<file path="src/rtl/pef_pkg.sv">
// Shared constants and types for the even-odd polygon fill block.
// Used by the controller, the datapath and the top level.
`default_nettype none
package pef_pkg;
   localparam int MaxVerticesDefault = 64;
   localparam int CoordBitsDefault   = 13;
   localparam int LabelBitsDefault   = 32;
   localparam int DimBits            = 13;
   localparam int CsrIndexBits       = 3;

   localparam logic [1:0] CMD_CLEAR  = 2'd0;
   localparam logic [1:0] CMD_ADD    = 2'd1;
   localparam logic [1:0] CMD_TEST   = 2'd2;
   localparam logic [1:0] CMD_UNUSED = 2'd3;

   localparam logic [CsrIndexBits-1:0] CSR_IMAGE_WIDTH  = 3'd0;
   localparam logic [CsrIndexBits-1:0] CSR_IMAGE_HEIGHT = 3'd1;
   localparam logic [CsrIndexBits-1:0] CSR_FILL_LABEL   = 3'd2;
   localparam logic [CsrIndexBits-1:0] CSR_MASK_LABEL   = 3'd3;
   localparam logic [CsrIndexBits-1:0] CSR_MASK_ENABLE  = 3'd4;

   typedef struct packed {
      logic latch;     // capture the accepted word
      logic exec;      // apply clear or add, start test setup
      logic edge_step; // evaluate one edge and advance
      logic finish;    // build the result
   } cmd_type;

   typedef struct packed {
      logic is_test;
      logic edges_done;
   } status_type;
endpackage
`default_nettype wire

</file>
<file path="src/rtl/pef_datapath.sv">
// Datapath: vertex memory, bounding box, edge test unit and result register.
// Depends on pef_pkg; driven by pef_control through command and status.
`default_nettype none
module pef_datapath #(
   parameter int MAX_VERTICES = pef_pkg::MaxVerticesDefault,
   parameter int COORD_BITS   = pef_pkg::CoordBitsDefault,
   parameter int LABEL_BITS   = pef_pkg::LabelBitsDefault
) (
   input  wire                        clock,
   input  wire                        reset,
   input  wire pef_pkg::cmd_type      cmd,
   output pef_pkg::status_type        status,
   input  wire                        csr_write,
   input  wire [pef_pkg::CsrIndexBits-1:0] csr_index,
   input  wire [LABEL_BITS-1:0]       csr_data,
   input  wire [1:0]                  req_command,
   input  wire signed [COORD_BITS-1:0] req_coord_x,
   input  wire signed [COORD_BITS-1:0] req_coord_y,
   input  wire [LABEL_BITS-1:0]       req_mask_word,
   input  wire [LABEL_BITS-1:0]       req_label_word,
   output logic                       rsp_inside_res,
   output logic [LABEL_BITS-1:0]      rsp_label_out,
   output logic [pef_pkg::DimBits-1:0] rsp_box_x_lo,
   output logic [pef_pkg::DimBits-1:0] rsp_box_y_lo,
   output logic [pef_pkg::DimBits-1:0] rsp_box_x_hi,
   output logic [pef_pkg::DimBits-1:0] rsp_box_y_hi,
   output logic [$clog2(MAX_VERTICES+1)-1:0] rsp_vertex_count,
   output logic                       rsp_overflow
);
   localparam int AW = $clog2(MAX_VERTICES);
   localparam int CW = $clog2(MAX_VERTICES+1);
   localparam int DB = pef_pkg::DimBits;
   localparam int BW = (COORD_BITS > DB ? COORD_BITS : DB) + 2;
   localparam int PW = 2*(COORD_BITS+1) + 1;

   logic [pef_pkg::DimBits-1:0] width_ff, height_ff;
   logic [LABEL_BITS-1:0] fill_ff, maskl_ff;
   logic mask_en_ff;

   always_ff @(posedge clock) begin
      if (reset) begin
         width_ff   <= DB'(4096);
         height_ff  <= DB'(4096);
         fill_ff    <= LABEL_BITS'(1);
         maskl_ff   <= '0;
         mask_en_ff <= 1'b0;
      end else if (csr_write) begin
         unique case (csr_index)
            pef_pkg::CSR_IMAGE_WIDTH:  width_ff   <= csr_data[DB-1:0];
            pef_pkg::CSR_IMAGE_HEIGHT: height_ff  <= csr_data[DB-1:0];
            pef_pkg::CSR_FILL_LABEL:   fill_ff    <= csr_data;
            pef_pkg::CSR_MASK_LABEL:   maskl_ff   <= csr_data;
            pef_pkg::CSR_MASK_ENABLE:  mask_en_ff <= csr_data[0];
            default: ;
         endcase
      end
   end

   logic [1:0] op_ff;
   logic signed [COORD_BITS-1:0] px_ff, py_ff;
   logic [LABEL_BITS-1:0] mword_ff, lword_ff;
   always_ff @(posedge clock) begin
      if (cmd.latch) begin
         op_ff    <= req_command;
         px_ff    <= req_coord_x;
         py_ff    <= req_coord_y;
         mword_ff <= req_mask_word;
         lword_ff <= req_label_word;
      end
   end

   logic signed [COORD_BITS-1:0] xmem [MAX_VERTICES];
   logic signed [COORD_BITS-1:0] ymem [MAX_VERTICES];
   logic [CW-1:0] count_ff;
   logic signed [BW-1:0] min_x_ff, min_y_ff, max_x_ff, max_y_ff;
   logic ovf_ff;
   logic signed [BW-1:0] cxw, cyw;
   assign cxw = BW'(px_ff);
   assign cyw = BW'(py_ff);

   always_ff @(posedge clock) begin
      if (cmd.exec && op_ff == pef_pkg::CMD_ADD && count_ff < CW'(MAX_VERTICES)) begin
         xmem[count_ff[AW-1:0]] <= px_ff;
         ymem[count_ff[AW-1:0]] <= py_ff;
      end
   end

   always_ff @(posedge clock) begin
      if (reset) begin
         count_ff <= '0;
         min_x_ff <= BW'(4096);
         min_y_ff <= BW'(4096);
         max_x_ff <= '0;
         max_y_ff <= '0;
         ovf_ff   <= 1'b0;
      end else if (cmd.exec) begin
         ovf_ff <= 1'b0;
         if (op_ff == pef_pkg::CMD_CLEAR) begin
            count_ff <= '0;
            min_x_ff <= BW'({1'b0, width_ff});
            min_y_ff <= BW'({1'b0, height_ff});
            max_x_ff <= '0;
            max_y_ff <= '0;
         end else if (op_ff == pef_pkg::CMD_ADD) begin
            if (count_ff >= CW'(MAX_VERTICES)) begin
               ovf_ff <= 1'b1;
            end else begin
               count_ff <= count_ff + CW'(1);
               if (cxw < min_x_ff) min_x_ff <= cxw;
               if (cxw > max_x_ff) max_x_ff <= cxw;
               if (cyw < min_y_ff) min_y_ff <= cyw;
               if (cyw > max_y_ff) max_y_ff <= cyw;
            end
         end
      end
   end

   // Edge walk: registered reads of corner i and corner i+1 (wrapping).
   logic [CW-1:0] idx_ff;
   logic signed [COORD_BITS-1:0] ax_ff, ay_ff, bx_ff, by_ff, fx_ff, fy_ff;
   logic first_ff, odd_ff, hit_ff, edge_vld_ff;
   logic [CW-1:0] nidx;
   assign nidx = idx_ff + CW'(1);

   logic signed [COORD_BITS:0] dxa, dya, dxb, dyb;
   logic signed [PW-1:0] lhs, rhs, cr1, cr2;
   logic onb, crosses;
   always_comb begin
      dxa = (COORD_BITS+1)'(bx_ff) - (COORD_BITS+1)'(ax_ff);
      dya = (COORD_BITS+1)'(by_ff) - (COORD_BITS+1)'(ay_ff);
      dxb = (COORD_BITS+1)'(px_ff) - (COORD_BITS+1)'(ax_ff);
      dyb = (COORD_BITS+1)'(py_ff) - (COORD_BITS+1)'(ay_ff);
      cr1 = PW'(dxa) * PW'(dyb);
      cr2 = PW'(dya) * PW'(dxb);
      onb = (px_ff >= (ax_ff < bx_ff ? ax_ff : bx_ff)) &&
            (px_ff <= (ax_ff < bx_ff ? bx_ff : ax_ff)) &&
            (py_ff >= (ay_ff < by_ff ? ay_ff : by_ff)) &&
            (py_ff <= (ay_ff < by_ff ? by_ff : ay_ff)) && (cr1 == cr2);
      lhs = PW'(dxb) * PW'(dya);
      rhs = PW'(dyb) * PW'(dxa);
      crosses = ((ay_ff > py_ff) != (by_ff > py_ff)) &&
                ((dya > 0) ? (lhs < rhs) : (lhs > rhs));
   end

   always_ff @(posedge clock) begin
      if (cmd.exec) begin
         idx_ff <= '0;
         odd_ff <= 1'b0;
         hit_ff <= 1'b0;
         edge_vld_ff <= 1'b0;
         fx_ff <= xmem[0];
         fy_ff <= ymem[0];
         bx_ff <= xmem[0];
         by_ff <= ymem[0];
         first_ff <= 1'b1;
      end else if (cmd.edge_step) begin
         if (edge_vld_ff) begin
            if (onb) hit_ff <= 1'b1;
            if (crosses) odd_ff <= ~odd_ff;
         end
         // Load the next edge from the previous end point.
         ax_ff <= bx_ff;
         ay_ff <= by_ff;
         if (nidx >= count_ff) begin
            bx_ff <= fx_ff;
            by_ff <= fy_ff;
         end else begin
            bx_ff <= xmem[nidx[AW-1:0]];
            by_ff <= ymem[nidx[AW-1:0]];
         end
         edge_vld_ff <= (idx_ff < count_ff);
         idx_ff <= nidx;
         first_ff <= 1'b0;
      end
   end

   // Clip to the image.
   logic signed [BW-1:0] wx, hy, xlo, ylo, xhi, yhi, t;
   always_comb begin
      wx  = BW'({1'b0, width_ff});
      hy  = BW'({1'b0, height_ff});
      t   = (min_x_ff < wx) ? min_x_ff : wx;
      xlo = (t < 0) ? '0 : t;
      t   = (min_y_ff < hy) ? min_y_ff : hy;
      ylo = (t < 0) ? '0 : t;
      t   = ((max_x_ff < 0) ? '0 : max_x_ff) + BW'(1);
      xhi = (t > wx) ? wx : t;
      t   = ((max_y_ff < 0) ? '0 : max_y_ff) + BW'(1);
      yhi = (t > hy) ? hy : t;
   end

   logic in_box, masked, filled;
   assign in_box = cxw >= xlo && cxw < xhi && cyw >= ylo && cyw < yhi;
   assign masked = mask_en_ff && ((mword_ff & maskl_ff) != '0);
   assign filled = (op_ff == pef_pkg::CMD_TEST) && in_box && (count_ff != '0) &&
                   !masked && (hit_ff || odd_ff);

   assign status.is_test    = (op_ff == pef_pkg::CMD_TEST);
   // Pipeline holds one edge in flight; done after count edges evaluated.
   assign status.edges_done = !first_ff && !edge_vld_ff && (idx_ff > count_ff);

   always_ff @(posedge clock) begin
      if (cmd.finish) begin
         rsp_inside_res   <= filled;
         rsp_label_out    <= (op_ff == pef_pkg::CMD_TEST) ?
                             (filled ? (lword_ff | fill_ff) : lword_ff) : '0;
         rsp_box_x_lo     <= xlo[DB-1:0];
         rsp_box_y_lo     <= ylo[DB-1:0];
         rsp_box_x_hi     <= xhi[DB-1:0];
         rsp_box_y_hi     <= yhi[DB-1:0];
         rsp_vertex_count <= count_ff;
         rsp_overflow     <= ovf_ff;
      end
   end
endmodule
`default_nettype wire

</file>
<file path="src/rtl/pef_control.sv">
// Controller: sequences latch, execute, edge walk and result handshake.
// Depends on pef_pkg; commands pef_datapath.
`default_nettype none
module pef_control (
   input  wire                   clock,
   input  wire                   reset,
   input  wire                   req_valid,
   output logic                  req_stall,
   output logic                  rsp_valid,
   input  wire                   rsp_stall,
   input  wire pef_pkg::status_type status,
   output pef_pkg::cmd_type      cmd
);
   typedef enum logic [2:0] {S_IDLE, S_EXEC, S_WALK, S_DONE, S_OUT} state_type;
   state_type state_ff;
   logic rsp_valid_ff;
   logic out_free;

   assign out_free  = !rsp_valid_ff || !rsp_stall;
   assign req_stall = (state_ff != S_IDLE);
   assign rsp_valid = rsp_valid_ff;

   always_comb begin
      cmd = '0;
      cmd.latch     = (state_ff == S_IDLE) && req_valid;
      cmd.exec      = (state_ff == S_EXEC);
      cmd.edge_step = (state_ff == S_WALK);
      cmd.finish    = (state_ff == S_DONE) && out_free;
   end

   always_ff @(posedge clock) begin
      if (reset) begin
         state_ff     <= S_IDLE;
         rsp_valid_ff <= 1'b0;
      end else begin
         if (rsp_valid_ff && !rsp_stall) rsp_valid_ff <= 1'b0;
         unique case (state_ff)
            S_IDLE: if (req_valid) state_ff <= S_EXEC;
            S_EXEC: state_ff <= status.is_test ? S_WALK : S_DONE;
            S_WALK: if (status.edges_done) state_ff <= S_DONE;
            S_DONE: if (out_free) begin
               rsp_valid_ff <= 1'b1;
               state_ff     <= S_IDLE;
            end
            default: state_ff <= S_IDLE;
         endcase
      end
   end
endmodule
`default_nettype wire

</file>
<file path="src/rtl/polygon_even_odd_fill.sv">
// Top level of the even-odd polygon fill block.
// Depends on pef_pkg; instantiates pef_control and pef_datapath.
`default_nettype none
// Each word is one command (clear, add vertex, test pixel or unused code 3),
// and each produces exactly one result word. Clear and add are latched, then
// applied in the execute state, and the done state builds their result. A
// pixel test walks the stored edges one per cycle through the edge test unit
// before the done state. One word is processed at a time; a finished result
// waits in the output register while the next word is taken.
module polygon_even_odd_fill #(
   parameter int MAX_VERTICES = pef_pkg::MaxVerticesDefault,
   parameter int COORD_BITS   = pef_pkg::CoordBitsDefault,
   parameter int LABEL_BITS   = pef_pkg::LabelBitsDefault
) (
   input  wire                         clock,
   input  wire                         reset,
   input  wire                         csr_write,
   input  wire [pef_pkg::CsrIndexBits-1:0] csr_index,
   input  wire [LABEL_BITS-1:0]        csr_data,
   input  wire                         req_valid,
   output logic                        req_stall,
   input  wire [1:0]                   req_command,
   input  wire signed [COORD_BITS-1:0] req_coord_x,
   input  wire signed [COORD_BITS-1:0] req_coord_y,
   input  wire [LABEL_BITS-1:0]        req_mask_word,
   input  wire [LABEL_BITS-1:0]        req_label_word,
   output logic                        rsp_valid,
   input  wire                         rsp_stall,
   output logic                        rsp_inside_res,
   output logic [LABEL_BITS-1:0]       rsp_label_out,
   output logic [pef_pkg::DimBits-1:0] rsp_box_x_lo,
   output logic [pef_pkg::DimBits-1:0] rsp_box_y_lo,
   output logic [pef_pkg::DimBits-1:0] rsp_box_x_hi,
   output logic [pef_pkg::DimBits-1:0] rsp_box_y_hi,
   output logic [$clog2(MAX_VERTICES+1)-1:0] rsp_vertex_count,
   output logic                        rsp_overflow
);
   pef_pkg::cmd_type    cmd;
   pef_pkg::status_type status;

   pef_control u_control (
      .clock, .reset, .req_valid, .req_stall, .rsp_valid, .rsp_stall,
      .status, .cmd
   );

   pef_datapath #(
      .MAX_VERTICES(MAX_VERTICES), .COORD_BITS(COORD_BITS), .LABEL_BITS(LABEL_BITS)
   ) u_datapath (
      .clock, .reset, .cmd, .status, .csr_write, .csr_index, .csr_data,
      .req_command, .req_coord_x, .req_coord_y, .req_mask_word, .req_label_word,
      .rsp_inside_res, .rsp_label_out, .rsp_box_x_lo, .rsp_box_y_lo,
      .rsp_box_x_hi, .rsp_box_y_hi, .rsp_vertex_count, .rsp_overflow
   );
endmodule
`default_nettype wire

</file>
<file path="config.mk">
export PLATFORM = sky130hd
export DESIGN_NAME = polygon_even_odd_fill
export DESIGN_NICKNAME = d
export VERILOG_FILES = /design/src/rtl/pef_pkg.sv /design/src/rtl/pef_datapath.sv /design/src/rtl/pef_control.sv /design/src/rtl/polygon_even_odd_fill.sv
export SDC_FILE = /design/constraint.sdc
export NUM_CORES = 2
export LEC_CHECK = 0
export ABC_CLOCK_PERIOD_IN_PS = 11500
export BUFFER_PORTS_ARGS = -buffer_cell sky130_fd_sc_hd__buf_4
export CAP_MARGIN = 20
export CORE_ASPECT_RATIO = 0.5
export CORE_MARGIN = 3
export CORE_UTILIZATION = 55
export CTS_CLUSTER_DIAMETER = 200
export DETAILED_ROUTE_END_ITERATION = 7
export PLACE_DENSITY = 0.76
export SYNTH_ARGS = -nofsm -noshare
export SYNTH_HDL_FRONTEND = slang
export SYNTH_SLANG_ARGS = --single-unit
</file>
<file path="constraint.sdc">
create_clock -name clock -period 11.5 [get_ports clock]
set_input_delay 1.15 -clock clock [delete_from_list [all_inputs] [get_ports clock]]
set_output_delay 1.15 -clock clock [all_outputs]
set_load 0.01 [all_outputs]
</file>
# After elaboration in Yosys (flattened, before gate mapping)

Memories as Yosys holds them, arrays and structs flattened.
Cells that the tools add are included.

Logic and storage cells: 205
Memories kept: 2
Latch bits: 0
Bits in writable memories: 1664
ROM bits: 0
Register bits: 437

Memory list:

| memory          | words | bits a word | read ports | clocked after Yosys merged registers in | write ports | RTL line           | source |
|---|---|---|---|---|---|---|---|
| u_datapath.xmem | 64    | 13          | 2          | 0                                       | 1           | pef_datapath.sv:72 | `logic signed [COORD_BITS-1:0] xmem [MAX_VERTICES];` |
| u_datapath.ymem | 64    | 13          | 2          | 0                                       | 1           | pef_datapath.sv:73 | `logic signed [COORD_BITS-1:0] ymem [MAX_VERTICES];` |

Reduce and logical (&&, ||, !) cells: 53
Shift operators: 0
Div/mod/pow operators: 0
Mux-type cells: 52
Eq/ne operators: 15
Multiply operators: 2
Magnitude comparators: 32
$add $sub $neg: 8
Bitwise gates (word level): 4

Operators by type and width:

| kind                                                                   | number |
|---|---|
| 15-bit two-way mux                                                     | 24 |
| 13-bit two-way mux                                                     | 10 |
| 13-bit by 15-bit < comparator with 1-bit output                        | 4 |
| 15-bit by 1-bit < comparator with 1-bit output (second input constant) | 4 |
| 14-bit by 14-bit multiplier with 28-bit output                         | 2 |
| 13-bit by 13-bit subtractor with 14-bit output                         | 4 |
| 32-bit bitwise AND                                                     | 1 |
| 32-bit two-way mux                                                     | 1 |
| 32-bit bitwise OR                                                      | 1 |
| 32-bit nonzero test                                                    | 1 |
| 15-bit by 1-bit adder with 15-bit output (second input constant)       | 2 |
| 13-bit by 15-bit greater-or-equal comparator with 1-bit output         | 2 |
| 13-bit by 15-bit greater-than comparator with 1-bit output             | 2 |
| 15-bit by 14-bit greater-than comparator with 1-bit output             | 2 |
| 15-bit by 14-bit < comparator with 1-bit output                        | 2 |
| 29-bit == test                                                         | 1 |
| 29-bit greater-than comparator                                         | 1 |
| 29-bit < comparator                                                    | 1 |
| 13-bit greater-or-equal comparator                                     | 2 |
| 13-bit greater-than comparator                                         | 2 |
| 13-bit less-or-equal comparator                                        | 2 |
| 13-bit < comparator                                                    | 2 |
| 7-bit two-way mux                                                      | 3 |
| 1-bit logical AND                                                      | 20 |
| 29 further kinds                                                       | 70 |

# Logic depth before layout (Yosys ltp)

Word-level depth: 14
Gate-level depth with buffers: 44
Depth with buffers taken out: 44

# Hierarchy

From an unflattened synthesis, not the netlist that was laid out.

Cells, all modules: 6867
Area, all modules: 104126.1 um2

Modules (own cells, without submodules):

| module       | times used | seq. area each (um2) | area each (um2) | cells an instance |
|---|---|---|---|---|
| pef_datapath | 1          | 61148.6              | 103885.9        | 6842 |
| pef_control  | 1          | 60.1                 | 240.2           | 25 |

# Least setup slack after synthesis

OpenSTA, ideal clock, no wires.

Path type: register to register
From: reg u_datapath.py_ff[0]
To: reg u_datapath.odd_ff
Required time: 11377 ps
Library setup time: 123 ps
Arrival time: 10371 ps
Setup slack: 1006 ps
Cell stages (with the launch flop): 43
Clock period less this slack: 10494 ps
Path through: edfxtp_1 -> inv_1 -> ha_1 -> nor2b_1 -> o21ai_1 -> a21boi_1 -> o21ai_1 -> a21oi_1 -> o2111ai_1 -> and3_1 -> clkbuf_1 -> a311oi_2 -> inv_2 -> fa_1 -> inv_1 -> fa_1 -> inv_1 -> fa_1 -> [7 not listed] -> a21o_1 -> a21o_1 -> a211o_1 -> o221ai_1 -> a21oi_1 -> o21ai_0 -> nand2b_1 -> xnor2_1 -> ha_1 -> a21o_1 -> a21o_1 -> a21oi_1 -> o21ai_0 -> nor4_1 -> a32oi_1 -> a211o_1 -> a211oi_2 -> mux2_1

Longest elaborated chain between the ends: 6

RTL lines:

| element                                                                      | RTL line            | source |
|---|---|---|
| start, declared                                                              | pef_datapath.sv:60  | `logic signed [COORD_BITS-1:0] px_ff, py_ff;` |
| start signal, assigned                                                       | pef_datapath.sv:66  | `py_ff <= req_coord_y;` |
| 13-bit by 13-bit subtractor with 14-bit output                               | pef_datapath.sv:132 | `dyb = (COORD_BITS+1)'(py_ff) - (COORD_BITS+1)'(ay_ff);` |
| 14-bit by 14-bit multiplier with 28-bit output                               | pef_datapath.sv:140 | `rhs = PW'(dyb) * PW'(dxa);` |
| 29-bit greater-than comparator / 29-bit < comparator (equally long branches) | pef_datapath.sv:142 | `((dya > 0) ? (lhs < rhs) : (lhs > rhs));` |
| 1-bit two-way mux                                                            | pef_datapath.sv:142 |  |
| 1-bit logical AND *                                                          | pef_datapath.sv:141 | `crosses = ((ay_ff > py_ff) != (by_ff > py_ff)) &&` |
| 3-bit AND reduction (no line) *                                              | -                   |  |
| end signal, assigned                                                         | pef_datapath.sv:159 | `if (crosses) odd_ff <= ~odd_ff;` |
| end, declared                                                                | pef_datapath.sv:121 | `logic first_ff, odd_ff, hit_ff, edge_vld_ff;` |

Every way passes the cells marked *; elsewhere a longest branch is shown, timed or not.
A chain may end at the register's enable or synchronous reset.

# Worst setup path in the final report

From: reg u_datapath.bx_ff[0]
To: reg u_datapath.odd_ff

Longest elaborated chain between the ends: 6

RTL lines:

| element                                                                      | RTL line            | source |
|---|---|---|
| start, declared                                                              | pef_datapath.sv:120 | `logic signed [COORD_BITS-1:0] ax_ff, ay_ff, bx_ff, by_ff, fx_ff, fy_ff;` |
| start signal, assigned                                                       | pef_datapath.sv:153 | `bx_ff <= xmem[0];` |
| start signal, assigned                                                       | pef_datapath.sv:168 | `bx_ff <= xmem[nidx[AW-1:0]];` |
| 13-bit by 13-bit subtractor with 14-bit output *                             | pef_datapath.sv:129 | `dxa = (COORD_BITS+1)'(bx_ff) - (COORD_BITS+1)'(ax_ff);` |
| 14-bit by 14-bit multiplier with 28-bit output *                             | pef_datapath.sv:140 |  |
| 29-bit greater-than comparator / 29-bit < comparator (equally long branches) | pef_datapath.sv:142 |  |
| 1-bit two-way mux *                                                          | pef_datapath.sv:142 |  |
| 1-bit logical AND *                                                          | pef_datapath.sv:141 |  |
| 3-bit AND reduction (no line) *                                              | -                   |  |

Marks and branches as above.

==> impl_metrics.ini <==
[global_routing]
antenna_found_initial = 33
grt_max_degree = 159
grt_usage_pct = 30.6
grt_pass1_wl_mm = 435
grt_pass1_vias = 63346
overflow = 0

[setup_path]
worst_setup_path_end_kind = register
path_max_fanout = 8
max_stage_delay_ps = 560
timing.rr.end = u_datapath.odd_ff$_SDFFE_PP0P_
crit_top_cell = fa_1
cp-start-kind = register
r2r_start = u_datapath.bx_ff[0]$_DFFE_PP_
required_ps = 12200
worstPathArrival_ps = 11460
critPathKind = reg -> reg
critPathTopFamily = adder cells
rr_worst_depth = 44
rrSetupSlack_ps = 740
crit_buf_inv = 7
critPathSlowestCell = fa_1

[sta]
setup_viol = 0
hold_viol_final = 0
period_needed_ps = 10760
hold_ws_ps = 450
drv_slew = 0
skew_ps = 65.0
min_period_over_period_pct = 93.6
setup_tns_ps = 0
fmax_mhz = 92.9
rsz0062_at_grt = false
worst_pin_slew_ps = 1320
relSlewSlack_pct = 11.9

[synthesis]
synth_fp_nets = 7906
syn_inst = 6922
synth_seq_cells = 2094
syn_area_per_cell_um2 = 15.1
synthesis.area_um2 = 104000
synth-edff-count = 1927
yosysSeqAreaShare_pct = 58.6
synth_flop_cell = edfxtp_1
ys_types = 90
ys_warn_count = 0
ys_async_sr_fraction_pct = 0

[status]
status = finished, final reports clean

[finish]
finalNetCount = 8218
multi_input_area_um2 = 40100
layout-drive-gt1-share_pct = 18.0
fillers = 13157
seqCellArea_um2 = 61200
area_growth_pct = 11.2
fin_cells = 9905

[job]
cap_violations = 0

[clock_network]
holdBufCountCts = 0
clkSinkCount = 2094
clk_pin_slew_ps = 70
cts_buffers = 179
cts_tree = done
max-clock-path-buffers = 3
clockRootBuffer = clkbuf_16
htree_levels = 4
worstSkewPairLatency_ps = 860

[routing]
dr.pass1.iters = 6
drt_iter0_drc = 9805
ant_nets = 0
post_drt_wl_per_cell_um = 30.9
routed_wirelength_mm = 306
drt-vias-per-instance = 6.50
drc = 0
vias = 64402

[floorplan]
start_util_pct = 55.7
core_area_um2 = 188000
dieArea_um2 = 195000
dieHeight_um = 314
io_pins = 227
die_x_um = 622
fp-row-count = 112

[worst_hold_path]
hold_path.class = reg -> reg
min_to = u_datapath.fill_ff[14]$_SDFFE_PP0P_
min_path_cells = 2
min_from = u_datapath.fill_ff[14]$_SDFFE_PP0P_

[place]
gp_congestion = 0.943
dp_hpwl_mm = 184
place_inst = 9537
port_buffers = 226
## registers in the layout (all words and copies together), names as in the netlist, 32 cells and up
register and cells:
u_datapath.fill_ff 32, u_datapath.lword_ff 32, u_datapath.maskl_ff 32, u_datapath.mword_ff 32, u_datapath.rsp_label_out 32, u_datapath.xmem 832, u_datapath.ymem 832
## cell type report
class	count	area share [%]
diodes	17	0.0366
clock inverters	108	0.846
clock buffers	219	4.08
flip-flops and latches	2094	52.7
repair buffers	394	2.89
well taps	2508	2.70
multi-input cells	3894	34.5
inverters	671	2.17
## timing repair
action	4_1_cts	5_1_grt
gates resized for setup	0	6
buffers inserted	0	1
endpoints found under the setup margin	0	2
## Yosys cell counts (39+ instances only)
master | instances | area share, %
and3_1 | 39 | 0.23
nor2_1 | 386 | 1.4
and2_1 | 47 | 0.28
buf_2 | 60 | 0.29
dfxtp_1 | 167 | 3.2
o21a_1 | 45 | 0.32
nand2_1 | 612 | 2.2
nor3_1 | 62 | 0.30
clkbuf_1 | 181 | 0.65
fa_1 | 394 | 7.6
nand4_1 | 52 | 0.31
or2_2 | 40 | 0.24
edfxtp_1 | 1927 | 55
inv_1 | 666 | 2.4
nand3_1 | 87 | 0.42
a21oi_1 | 223 | 1.1
a21o_1 | 86 | 0.62
a22o_1 | 45 | 0.38
xnor2_1 | 101 | 0.85
mux4_2 | 520 | 11
xor2_1 | 45 | 0.38
o21ai_0 | 122 | 0.59
nor2b_1 | 59 | 0.35
mux2i_1 | 104 | 1.0
ha_1 | 458 | 5.5
nand2b_1 | 52 | 0.31
## per-layer routing
metal | vias to the layer above | part of all wire (%) | track usage [%]
met1 | 32379 | 36 | 41.5
met2 | 4870 | 47 | 48.4
met5 | - | 0.038 | 0
met4 | 18 | 4.7 | 12.0
met3 | 829 | 12 | 7.25
li1 | 26306 | - | -
## through the flow
| stage | worst slack, ps | area [um^2] | util (%) |
|---|---|---|---|
| 3_5_place_dp | 594 | 110000 | 58.6 |
| 5_1_grt | 33.9 | 116000 | 61.9 |
| 2_1_floorplan | 1010 | 104000 | - |
| 6_report | 740 | 116000 | 61.9 |
| 3_3_place_gp | 777 | 110000 | 58.5 |
| 4_1_cts | 565 | 116000 | 61.6 |
## cell families (layout without fill, tap and decap cells)
group / Yosys count / in the layout / synth area share [%]
AOI/OAI and AO/OA: 742 / 742 / 4.64
and+or+nand+nor: 1514 / 1514 / 6.57
adders and majority gates: 852 / 852 / 13.0
xor gates and xnor gates: 146 / 146 / 1.23
other: 0 / 17 / 0
buffers and inverters: 934 / 1392 / 3.48
muxes: 640 / 640 / 12.4
DFF: 2094 / 2094 / 58.6
## cells in the final DEF (no fill, tap or decap), types with 52 or more instances in the layout
| cell type | n |
|---|---|
| edfxtp_1 | 1927 |
| inv_1 | 666 |
| nand2_1 | 612 |
| mux4_2 | 520 |
| ha_1 | 455 |
| fa_1 | 394 |
| buf_4 | 365 |
| nor2_1 | 320 |
| a21oi_1 | 222 |
| clkbuf_16 | 182 |
| dfxtp_1 | 166 |
| o21ai_0 | 122 |
| mux2i_1 | 104 |
| xnor2_1 | 97 |
| nand3_1 | 87 |
| a21o_1 | 86 |
| nor3_1 | 62 |
| nor2b_1 | 58 |
| nor2_4 | 57 |
| nand4_1 | 52 |
## worst min-delay path, delay by kind of cell (launching register included)
family	cells	cell delay, ps
and+or+nand+nor	1	50
AOI/OAI and AO/OA	1	50
DFF	1	300
## worst max path at each step
stage                                  startpoint                             end  slack, ps  depth (start not counted)
floorplan           u_datapath.py_ff[0]$_DFFE_PP_  u_datapath.odd_ff$_SDFFE_PP0P_       1010                         42
global placement    u_datapath.bx_ff[0]$_DFFE_PP_  u_datapath.odd_ff$_SDFFE_PP0P_        780                         44
detailed placement  u_datapath.bx_ff[0]$_DFFE_PP_  u_datapath.odd_ff$_SDFFE_PP0P_        590                         44
CTS                 u_datapath.bx_ff[0]$_DFFE_PP_  u_datapath.odd_ff$_SDFFE_PP0P_        570                         44
global route        u_datapath.ax_ff[1]$_DFFE_PP_  u_datapath.odd_ff$_SDFFE_PP0P_         30                         40
finish              u_datapath.bx_ff[0]$_DFFE_PP_  u_datapath.odd_ff$_SDFFE_PP0P_        740                         44
Power is not shown: default switching activity piles up to over one toggle a cycle in this logic, so the estimate is an artifact.
